--- src/hdl/i2cm_pkg.sv ---
`timescale 1ns / 1ps

package i2cm_pkg;

  // Request modes
  localparam logic [2:0] MODE_TICK  = 3'd0;
  localparam logic [2:0] MODE_START = 3'd1;
  localparam logic [2:0] MODE_STOP  = 3'd2;
  localparam logic [2:0] MODE_WRITE = 3'd3;
  localparam logic [2:0] MODE_READ  = 3'd4;
  localparam logic [2:0] MODE_ACK   = 3'd5;
  localparam logic [2:0] MODE_NACK  = 3'd6;
  localparam logic [2:0] MODE_RSVD  = 3'd7;

  // Segment (phase) codes; idle is zero
  localparam logic [2:0] PH_IDLE = 3'd0;
  localparam logic [2:0] PH_SEG1 = 3'd1;
  localparam logic [2:0] PH_SEG2 = 3'd2;
  localparam logic [2:0] PH_SEG3 = 3'd3;
  localparam logic [2:0] PH_SEG4 = 3'd4;
  localparam logic [2:0] PH_SEG5 = 3'd5;
  localparam logic [2:0] PH_SEG6 = 3'd6;

  localparam logic [2:0]  BIT_LAST      = 3'd7;
  localparam logic [15:0] HALF_PER_INIT = 16'd5;

  typedef struct packed {
    logic [2:0] mode;
    logic [7:0] tx_byte;
    logic       sda_level;
  } i2cm_req_t;

  typedef struct packed {
    logic       scl_level;
    logic       sda_out;
    logic       sda_drive;
    logic       busy_res;
    logic       cmd_rejected;
    logic       done_res;
    logic [7:0] rx_byte;
    logic       ack_bit;
  } i2cm_res_t;

  typedef struct packed {
    logic [2:0]  phase;
    logic [2:0]  kind;
    logic [2:0]  bit_count;
    logic [7:0]  shift_reg;
    logic [16:0] tick_timer;
    logic        scl;
    logic        sda;
    logic        sda_dir;
    logic        ack;
  } i2cm_state_t;

  localparam i2cm_state_t STATE_RESET = '{
    phase:      PH_IDLE,
    kind:       MODE_TICK,
    bit_count:  3'd0,
    shift_reg:  8'd0,
    tick_timer: 17'd0,
    scl:        1'b1,
    sda:        1'b1,
    sda_dir:    1'b1,
    ack:        1'b1
  };

endpackage

--- src/hdl/i2cm_step.sv ---
`timescale 1ns / 1ps

module i2cm_step import i2cm_pkg::*; (
  input  i2cm_state_t state,
  input  i2cm_req_t   req,
  input  logic [15:0] half_period_ticks,
  output i2cm_state_t state_next,
  output i2cm_res_t   res
);

  // Enter a segment: set phase, pin levels and hold time for the current command
  function automatic i2cm_state_t enter_seg(input i2cm_state_t s, input logic [2:0] seg,
                                            input logic [15:0] h);
    i2cm_state_t r;
    logic        dbl;
    r   = s;
    dbl = 1'b0;
    r.phase = seg;
    unique case (s.kind)
      MODE_START: begin
        if (seg == PH_SEG1) begin
          r.scl = 1'b1;
          r.sda = 1'b0;
        end else begin
          r.scl = 1'b0;
        end
        dbl = 1'b1;
      end
      MODE_STOP: begin
        if (seg == PH_SEG1) begin
          r.sda = 1'b0;
          r.scl = 1'b1;
        end else begin
          r.sda = 1'b1;
        end
        dbl = 1'b1;
      end
      MODE_ACK: begin
        if (seg == PH_SEG1) r.sda = 1'b0;
        else if (seg == PH_SEG2) r.scl = 1'b0;
        else r.scl = 1'b1;
      end
      MODE_NACK: begin
        if (seg == PH_SEG1) begin
          r.sda = 1'b1;
          r.scl = 1'b0;
        end else begin
          r.scl = 1'b1;
        end
      end
      MODE_WRITE: begin
        if (seg == PH_SEG1) begin
          r.sda = s.shift_reg[7];
          r.scl = 1'b0;
        end else if (seg == PH_SEG4) begin
          r.sda_dir = 1'b0;
          r.scl     = 1'b0;
        end else if (seg == PH_SEG2 || seg == PH_SEG5) begin
          r.scl = 1'b1;
        end else begin
          r.scl = 1'b0;
        end
      end
      default: begin
        // read byte: SCL high only in the sampling segment
        r.scl = (seg == PH_SEG2);
      end
    endcase
    r.tick_timer = dbl ? {h, 1'b0} : {1'b0, h};
    return r;
  endfunction

  i2cm_state_t s;
  logic        rejected;
  logic        done;
  logic        finish;

  always_comb begin
    s        = state;
    rejected = 1'b0;
    done     = 1'b0;
    finish   = 1'b0;

    if (req.mode == MODE_TICK) begin
      if (state.phase != PH_IDLE) begin
        if (state.tick_timer <= 17'd1) begin
          // segment over: pick the next segment or complete the command
          unique case (state.kind)
            MODE_START, MODE_STOP: begin
              if (state.phase == PH_SEG1) s = enter_seg(state, PH_SEG2, half_period_ticks);
              else finish = 1'b1;
            end
            MODE_ACK: begin
              if (state.phase == PH_SEG1 || state.phase == PH_SEG2) begin
                s = enter_seg(state, state.phase + 3'd1, half_period_ticks);
              end else begin
                s.scl  = 1'b0;
                finish = 1'b1;
              end
            end
            MODE_NACK: begin
              if (state.phase == PH_SEG1) begin
                s = enter_seg(state, PH_SEG2, half_period_ticks);
              end else begin
                s.scl  = 1'b0;
                finish = 1'b1;
              end
            end
            MODE_WRITE: begin
              if (state.phase == PH_SEG1 || state.phase == PH_SEG2 ||
                  state.phase == PH_SEG4) begin
                s = enter_seg(state, state.phase + 3'd1, half_period_ticks);
              end else if (state.phase == PH_SEG3) begin
                if (state.bit_count < BIT_LAST) begin
                  s.bit_count = state.bit_count + 3'd1;
                  s.shift_reg = {state.shift_reg[6:0], 1'b0};
                  s = enter_seg(s, PH_SEG1, half_period_ticks);
                end else begin
                  s = enter_seg(state, PH_SEG4, half_period_ticks);
                end
              end else if (state.phase == PH_SEG5) begin
                s.ack = req.sda_level;
                s = enter_seg(s, PH_SEG6, half_period_ticks);
              end else begin
                s.sda_dir = 1'b1;
                finish    = 1'b1;
              end
            end
            MODE_READ: begin
              if (state.phase == PH_SEG1) begin
                s = enter_seg(state, PH_SEG2, half_period_ticks);
              end else if (state.phase == PH_SEG2) begin
                s.shift_reg = {state.shift_reg[6:0], req.sda_level};
                s = enter_seg(s, PH_SEG3, half_period_ticks);
              end else if (state.phase == PH_SEG3 && state.bit_count < BIT_LAST) begin
                s.bit_count = state.bit_count + 3'd1;
                s = enter_seg(s, PH_SEG1, half_period_ticks);
              end else begin
                s.sda_dir = 1'b1;
                finish    = 1'b1;
              end
            end
            default: finish = 1'b1;
          endcase
        end else begin
          s.tick_timer = state.tick_timer - 17'd1;
        end
      end
    end else if (req.mode != MODE_RSVD) begin
      // command: taken only when idle
      if (state.phase != PH_IDLE) begin
        rejected = 1'b1;
      end else begin
        s.kind      = req.mode;
        s.bit_count = 3'd0;
        if (req.mode == MODE_WRITE) s.shift_reg = req.tx_byte;
        if (req.mode == MODE_READ) begin
          s.shift_reg = 8'd0;
          s.sda_dir   = 1'b0;
        end
        s = enter_seg(s, PH_SEG1, half_period_ticks);
      end
    end

    if (finish) begin
      s.phase      = PH_IDLE;
      s.tick_timer = 17'd0;
      done         = 1'b1;
    end
  end

  assign state_next = s;

  // Result fields from the updated state
  assign res.scl_level    = s.scl;
  assign res.sda_out      = s.sda;
  assign res.sda_drive    = s.sda_dir;
  assign res.busy_res     = (s.phase != PH_IDLE);
  assign res.cmd_rejected = rejected;
  assign res.done_res     = done;
  assign res.rx_byte      = (done && state.kind == MODE_READ) ? s.shift_reg : 8'd0;
  assign res.ack_bit      = s.ack;

endmodule

--- src/hdl/i2c_master_bit_engine.sv ---
`timescale 1ns / 1ps
// I2C master bit engine.
// Request channel (req_valid/req_ready/req): each request is a tick that
// carries the sampled SDA level, or a command (start, stop, write byte, read
// byte, ACK, NACK). A command is taken only while idle; one arriving while
// busy is dropped and flagged as rejected. Ticks pace SCL/SDA segments.
// Result channel (res_valid/res_ready/res): exactly one result per request,
// giving pin levels, busy/done/rejected flags, received byte and ack bit.
// Latency: the result is valid the cycle after the request is accepted.
// Throughput: one request per cycle while req_ready is high; the state update
// and result for a request come from one combinational step.
// A stalled result register holds; req_ready drops only while a result is
// waiting and res_ready is low, and rises again in the cycle it is taken.
// Config: cfg_we/cfg_data write half_period_ticks (reset 5); write it only
// while idle. Reset (rst, synchronous) returns to idle with SCL and SDA high
// and driven, and empties the result register.
module i2c_master_bit_engine import i2cm_pkg::*; (
  input  logic        clk,
  input  logic        rst,
  input  logic        req_valid,
  output logic        req_ready,
  input  i2cm_req_t   req,
  output logic        res_valid,
  input  logic        res_ready,
  output i2cm_res_t   res,
  input  logic        cfg_we,
  input  logic [15:0] cfg_data
);

  i2cm_state_t state;
  i2cm_state_t state_next;
  i2cm_res_t   step_res;
  logic [15:0] half_period_ticks;
  logic        accept;

  assign req_ready = !res_valid || res_ready;
  assign accept    = req_valid && req_ready;

  i2cm_step u_step (
    .state             (state),
    .req               (req),
    .half_period_ticks (half_period_ticks),
    .state_next        (state_next),
    .res               (step_res)
  );

  // Config register
  always_ff @(posedge clk) begin
    if (rst) begin
      half_period_ticks <= HALF_PER_INIT;
    end else if (cfg_we) begin
      half_period_ticks <= cfg_data;
    end
  end

  // Bus state
  always_ff @(posedge clk) begin
    if (rst) begin
      state <= STATE_RESET;
    end else if (accept) begin
      state <= state_next;
    end
  end

  // Result register
  always_ff @(posedge clk) begin
    if (rst) begin
      res_valid <= 1'b0;
    end else if (accept) begin
      res_valid <= 1'b1;
    end else if (res_ready) begin
      res_valid <= 1'b0;
    end
  end

  always_ff @(posedge clk) begin
    if (accept) begin
      res <= step_res;
    end
  end

  // A waiting result reports busy consistent with the state it left
  a_busy_match: assert property (@(posedge clk) disable iff (rst)
    res_valid |-> (res.busy_res == (state.phase != PH_IDLE)))
    else $error("busy flag disagrees with bus state");

  // Completion and rejection are exclusive
  a_done_rej: assert property (@(posedge clk) disable iff (rst)
    res_valid |-> !(res.done_res && res.cmd_rejected))
    else $error("done and rejected both set");

  // A command taken while busy leaves the state untouched
  a_rej_hold: assert property (@(posedge clk) disable iff (rst)
    (accept && state.phase != PH_IDLE && req.mode != MODE_TICK && req.mode != MODE_RSVD)
      |=> (state == $past(state)))
    else $error("rejected command changed state");

  // Received byte is zero unless a command completes
  a_rx_zero: assert property (@(posedge clk) disable iff (rst)
    (res_valid && !res.done_res) |-> (res.rx_byte == 8'd0))
    else $error("rx_byte set without done");

endmodule
--- config.mk ---
export PLATFORM = sky130hd
export DESIGN_NAME = i2c_master_bit_engine
export DESIGN_NICKNAME = d
export VERILOG_FILES = /design/src/hdl/i2cm_pkg.sv /design/src/hdl/i2cm_step.sv /design/src/hdl/i2c_master_bit_engine.sv
export SDC_FILE = /design/constraint.sdc
export NUM_CORES = 1
export LEC_CHECK = 0
export BUFFER_PORTS_ARGS = -buffer_cell sky130_fd_sc_hd__buf_2
export CAP_MARGIN = 15
export CORE_ASPECT_RATIO = 0.9
export CORE_MARGIN = 2
export CORE_UTILIZATION = 55
export DETAILED_ROUTE_END_ITERATION = 7
export PLACE_DENSITY = 0.76
export SLEW_MARGIN = 15
export SYNTH_ARGS = -nofsm -noshare
export SYNTH_HDL_FRONTEND = slang
export SYNTH_SLANG_ARGS = --single-unit
--- constraint.sdc ---
create_clock -name clk -period 4.4 [get_ports clk]
set_input_delay 0.22 -clock clk [delete_from_list [all_inputs] [get_ports clk]]
set_output_delay 0.22 -clock clk [all_outputs]
set_load 0.02 [all_outputs]
# Word-level counts from Yosys, hierarchy flattened
# Cells that the tools add are included.
dict set report totals {
  regBits 70
  out_inout_bits 17
  wordCells 225
}
dict set report op_classes {
  add_sub_neg 3
  n_lt_le_gt_ge 2
  eq_ne 43
  muxes 133
  n_bitwise 3
  n_reduce_logical 22
}
# op n
set op_table {}
lappend op_table {{two-way mux 38 bit} 10}
lappend op_table {{two-way mux 17 bit} 14}
lappend op_table {{case mux 38 bit (5 select lines)} 1}
lappend op_table {{two-way mux 1 bit} 94}
lappend op_table {{two-way mux 36 bit} 2}
lappend op_table {{two-way mux 34 bit} 2}
lappend op_table {{== test 3 bit, second input constant} 10}
lappend op_table {{!= test 3 bit, second input constant} 8}
lappend op_table {{== test 3 x 2 -> 1 bit, second input constant} 7}
lappend op_table {{less-or-equal comparator 17 x 1 -> 1 bit, second input constant} 1}
lappend op_table {{subtractor 17 x 1 -> 17 bit, second input constant} 1}
lappend op_table {{two-way mux 8 bit} 2}
lappend op_table {{!= test 5 x 4 -> 1 bit, second input constant} 3}
lappend op_table {{AND reduction 15 bit} 1}
lappend op_table {{!= test 7 x 6 -> 1 bit, second input constant} 2}
lappend op_table {{== test 3 x 1 -> 1 bit, second input constant} 4}
lappend op_table {{!= test 2 bit, second input constant} 5}
lappend op_table {{AND reduction 10 bit} 1}
lappend op_table {{two-way mux 3 bit} 3}
lappend op_table {{nonzero test 3 bit} 3}
lappend op_table {{!= test 8 x 7 -> 1 bit, second input constant} 1}
lappend op_table {{adder 3 x 1 -> 3 bit, second input constant} 2}
lappend op_table {{OR reduction 2 bit} 3}
lappend op_table {{OR reduction 3 bit} 2}
lappend op_table {{15 further kinds} 24}

# Longest topological paths before layout
dict set report logic_depth {
  depth_word 20
  ltp_mapped 13
  mapped_depth_nobuf 10
}

# By module
# A second synthesis with hierarchy kept.
dict set report unflattened {
  cells_unflattened 769
  area_unflattened_um2 5960.7
}
# mod n_inst cells_per_inst area_per_inst_um2 seq_area_each_um2
set by_module_without_submodules {}
lappend by_module_without_submodules {i2cm_step 1 523 3220.6 0.0}
lappend by_module_without_submodules {i2c_master_bit_engine 1 246 2740.1 1551.5}

# Worst setup path after synthesis
# Ideal clock, no wire load.
dict set report synth_path {
  kind {register to register}
  start {reg, netlist name state[37]}
  end {reg, netlist name state[10]}
  setup_time_ns 0.091
  t_arrival_ns 2.591
  t_required_ns 4.309
  setup_slack_ns 1.718
  path_stages_with_launch 13
  path_cell_list {dfxtp_1 -> clkbuf_1 -> clkbuf_1 -> inv_1 -> ha_1 -> and2_1 -> clkbuf_1 -> o22a_1 -> a21o_1 -> a21oi_1 -> clkbuf_1 -> nor2_1 -> a311oi_1}
}
dict set report synth_between {
  elab_chain_len 11
  word_cells_on_any_way 40
  classes_between {13 x eq/ne; 21 x mux; 6 x reduce/logical}
}
# element line_no
set synth_rtl {}
lappend synth_rtl {{== test 3 x 2 -> 1 bit} {i2cm_step.sv:113, i2cm_step.sv:135}}
lappend synth_rtl {{logical AND 1 bit} i2cm_step.sv:135} ;# end else if (state.phase == PH_SEG3 && state.bit_count < BIT_LAST) begin
lappend synth_rtl {{two-way mux 1 bit} i2cm_step.sv:135}
lappend synth_rtl {{two-way mux 1 bit} i2cm_step.sv:132} ;# end else if (state.phase == PH_SEG2) begin
lappend synth_rtl {{two-way mux 1 bit} i2cm_step.sv:130} ;# if (state.phase == PH_SEG1) begin
lappend synth_rtl {{case mux 1 bit (4 select lines)} i2cm_step.sv:88} ;# unique case (state.kind)
lappend synth_rtl {{two-way mux 1 bit} i2cm_step.sv:86} ;# if (state.tick_timer <= 17'd1) begin
lappend synth_rtl {{two-way mux 1 bit} i2cm_step.sv:85} ;# if (state.phase != PH_IDLE) begin
lappend synth_rtl {{two-way mux 1 bit} i2cm_step.sv:84} ;# if (req.mode == MODE_TICK) begin
lappend synth_rtl {{!= test 8 x 7 -> 1 bit (no line), or another cell as far along} --}
lappend synth_rtl {{AND reduction 10 bit (no line)} --}
# Parallel ways exist; a longest one is shown, timed or not. The select of a mux whose other input is x is not followed.
# A chain may end at the register's enable or synchronous reset.

# Worst setup path after layout
dict set report layout_path {
  start {reg, netlist name state[37]}
  end {reg, netlist name state[19]}
}
dict set report layout_between {
  elab_chain_len 11
  word_cells_on_any_way 40
  classes_between {13 x eq/ne; 21 x mux; 6 x reduce/logical}
}
# element line_no
set layout_rtl {}
lappend layout_rtl {{== test 3 x 2 -> 1 bit} {i2cm_step.sv:113, i2cm_step.sv:135}}
lappend layout_rtl {{logical AND 1 bit} i2cm_step.sv:135}
lappend layout_rtl {{two-way mux 1 bit} i2cm_step.sv:135}
lappend layout_rtl {{two-way mux 1 bit} i2cm_step.sv:132}
lappend layout_rtl {{two-way mux 1 bit} i2cm_step.sv:130}
lappend layout_rtl {{case mux 1 bit (4 select lines)} i2cm_step.sv:88}
lappend layout_rtl {{two-way mux 1 bit} i2cm_step.sv:86}
lappend layout_rtl {{two-way mux 1 bit} i2cm_step.sv:85}
lappend layout_rtl {{two-way mux 1 bit} i2cm_step.sv:84}
lappend layout_rtl {{!= test 8 x 7 -> 1 bit (no line), or another cell as far along} --}
lappend layout_rtl {{AND reduction 10 bit (no line)} --}
# Parallel ways exist; a longest one is shown, timed or not. The select of a mux whose other input is x is not followed.

==> results.py <==
metrics = {
    "worst_setup_path": {
        "crit_fanout": 32,
        "cp.required_ns": 4.65,
        "critical-path-slowest-cell": "a2111oi_0",
        "startpoint_type": "flop",
        "regToRegEndpoint": "state[19]",
        "endpoint": "state[19]",
        "cp-startpoint": "state[37]",
        "critical_path_buf_inv_count": 2,
        "cp.arrival_ns": 3.65,
        "critPathMaxStageDelay_ns": 0.73,
        "category_of_the_most_critical_setup_path": "reg2reg",
        "cp-end-kind": "flop",
        "worstRegToRegCells": 8,
        "crit_chain": "inv_1 > ha_1 > a2111oi_0 > o22ai_1 > nor4_2 > a21oi_2 > buf_4 > a211oi_1",
        "regToRegSetupSlack_ns": 1.0,
        "critical_path_cell_count": 8,
        "timing.critical_path.max_delay_family": "compound AO/OA/AOI/OAI gates",
        "regToRegStartpoint": "state[37]",
    },
    "detailed_routing": {
        "routedWlPerCell_um": 18.5,
        "route.detailed.vias_per_inst": 6.32,
        "dr.first_iter.drc_count": 686,
        "antenna_left": 0,
        "dr_total_vias": 4735,
        "drt_wl_total_um": 13900,
        "detail_route.first_pass.iterations": 6,
        "count_of_unresolved_drc_violations_after_routing": 0,
    },
    "sta": {
        "min_period_ns": 3.40,
        "relSlewSlack_pct": 35.5,
        "timing.clock.skew_ns": 0.0112,
        "rsz0062_at_grt": "false",
        "timing.final.ws_setup_ns": 0.999,
        "setup-violations-final": 0,
        "timing.fmax_ghz": 0.294,
        "fin_setup_tns_ns": 0,
        "maxSlewViolCount": 0,
        "timing.final.crit_share_pct": 77.3,
        "max_slew.worst_pin.slew_ns": 0.964,
        "whs_ns": 0.0858,
        "final_hold_viol_count": 0,
    },
    "floorplan": {
        "pin_count": 50,
        "design.die.area_um2": 9490,
        "die_w_um": 102,
        "coreArea_um2": 8530,
        "die_height_um": 92.6,
        "effective_utilization_at_floorplan_pct": 56.3,
        "rows": 32,
    },
    "placement": {
        "gp_congestion": 0.981,
        "place.port_buffers": 49,
        "dpl_worst_slack_ns": 1.21,
        "place.detailed.hpwl_um": 9880,
    },
    "grt": {
        "grt_remaining_overflow": 0,
        "groute.usage.overall_pct": 30.4,
        "global_route_wire_length_before_repair_um": 22700,
        "grt_antenna_before_repair": 0,
        "via_count_of_the_first_global_routing_pass": 4478,
        "grt_max_degree": 48,
    },
    "power_and_ir_drop": {
        "worst_ir_drop_vdd_uv": 246,
        "power.density_cell_area_nw_per_um2": 349,
        "p_leak_uw": 0.00202,
    },
    "cts": {
        "clk_path_buf_depth": 2,
        "cts.hold.buffers_added": 0,
        "numCtsBuffers": 9,
        "cts_tree": "yes",
        "tritoncts_num_sinks": 70,
        "clock_tree.root_cell": "clkbuf_8",
        "cts_setup_buffers": 0,
        "h-tree-depth": 3,
        "insertion_delay_ns": 0.35,
        "cts.clk_slew.worst_paths_ns": 0.08,
        "cts_repair_resize_count": 0,
    },
    "synthesis": {
        "synth-edff-count": 15,
        "avgSynthCellArea_um2": 8.08,
        "synth_sequential_area_ratio_pct": 32.3,
        "mappedNetlistArea_um2": 4800,
        "postSynthNetCount": 637,
        "post_synth_num_cell_types": 65,
        "yosys_warnings": 0,
        "synth_ff_type": "dfxtp_1",
        "synthCells": 594,
        "ys_async_sr_fraction_pct": 0,
        "postSynthRegisterBits": 70,
    },
    "run_status": {
        "status": "finished clean",
    },
    "worst_hold_path": {
        "worstHoldPathType": "in2reg",
    },
    "layout": {
        "fillerInstances": 770,
        "syn2layout_area_growth_pct": 11.0,
        "layout-drive-gt1-share_pct": 16.0,
        "n_antenna_cell": 0,
        "final_nets": 668,
    },
    "job": {
        "max_cap_viol_count": 0,
    },
}
[power breakdown]
| group | switching, uW | internal (uW) |
|---|---|---|
| logic | 339 | 218 |
| registers | 55.6 | 701 |
| clock network | 279 | 270 |
[synth_stat cells (all sizes together), types with 3 or more instances]
cell / number / area share [%]
xnor2: 9 / 1.6
a211o: 6 / 1.1
o32ai: 3 / 0.55
nand2: 44 / 3.4
ha: 10 / 2.6
a32oi: 5 / 0.91
nor3: 17 / 1.9
a21o: 7 / 1.1
clkbuf: 31 / 2.4
nand2b: 11 / 1.6
a2111oi: 3 / 0.55
a22oi: 3 / 0.47
buf: 8 / 0.89
or3: 5 / 0.65
and3: 3 / 0.39
nor2: 81 / 6.4
mux2i: 43 / 9.0
inv: 15 / 1.2
or4: 4 / 0.70
a211oi: 15 / 2.3
nor2b: 9 / 1.2
edfxtp: 15 / 9.4
a21oi: 41 / 4.3
nand3: 18 / 1.9
o22ai: 12 / 1.6
nor4: 6 / 1.4
o31ai: 5 / 0.78
a311oi: 5 / 0.91
o21bai: 4 / 0.63
a31o: 3 / 0.55
mux2: 9 / 2.1
xor2: 4 / 0.73
a31oi: 8 / 1.0
or2: 5 / 0.65
a22o: 14 / 2.6
o21ai: 35 / 3.6
o211ai: 3 / 0.47
dfxtp: 55 / 23
[final cells by class]
class / count / area (um2) / share of cell area (%)
multi-input combinational: 470 / 3050 / 57.2
sequential: 70 / 1550 / 29.1
timing repair buffer: 59 / 320 / 6.01
tap: 119 / 149 / 2.79
clock buffer: 9 / 124 / 2.32
clock inverter: 7 / 80.1 / 1.50
inverter: 15 / 56.3 / 1.06
[flip-flops by register name, indices dropped and copies added (netlist names)]
register and flops:
half_period_ticks 16, res 15, res_valid 1, state 38
[layout by cell type, fill, tap and decap left out, types with 15 or more instances in the layout]
cell	n
a21oi_1	39
nand2_1	44
a211oi_1	15
dfxtp_1	55
edfxtp_1	15
nor3_1	16
buf_2	49
o21ai_0	33
nand3_1	18
mux2i_1	43
nor2_1	80
[cells by family (layout without fill, tap and decap cells)]
logic type | count (synthesis) | count (layout) | share of synthesized area, %
muxes | 52 | 52 | 11.1
xor gates and xnor gates | 13 | 13 | 2.37
DFF | 70 | 70 | 32.3
AOI/OAI and AO/OA | 182 | 182 | 25.5
and+or+nand+nor | 213 | 213 | 21.7
adders and majority gates | 10 | 10 | 2.61
buffers and inverters | 54 | 90 | 4.48
[worst register-to-register path, delay by kind of cell, from the launching register on]
kind | cells | cell delay [ns]
AOI/OAI and AO/OA | 4 | 1.43
buffers and inverters | 2 | 0.43
DFF | 1 | 0.67
and+or+nand+nor | 1 | 0.39
adders and majority gates | 1 | 0.40
[worst min-delay path by stage]
stage                     cells after the start        start                   end  slack [ns]
after global placement                        3  cfg_data[0]  half_period_ticks[0]        0.44
final                                         3  cfg_data[2]  half_period_ticks[2]        0.09
after CTS                                     3  cfg_data[2]  half_period_ticks[2]        0.08
after global routing                          3  cfg_data[0]  half_period_ticks[0]         0.1
after detailed placement                      3  cfg_data[2]  half_period_ticks[2]        0.44
after floorplan                               2  cfg_data[0]  half_period_ticks[0]        0.35
[metrics by stage]
step	power (uW)	utilization (%)	area (um2)	instances
floorplan	1170	-	4800	594
global placement	1300	60.0	5120	733
detailed placement	1310	60.0	5120	733
CTS	1860	62.4	5320	749
global route	1950	62.5	5330	749
finish	1860	62.5	5330	749
[per-layer routing]
layer	share of wire, %	GRT usage [%]	vias up
li1	-	-	2261
met4	3.0	11.1	0
met5	0	0	-
met1	43	41.4	2183
met2	45	47.2	245
met3	8.6	6.34	46
Power figures use the tool's default switching activity.
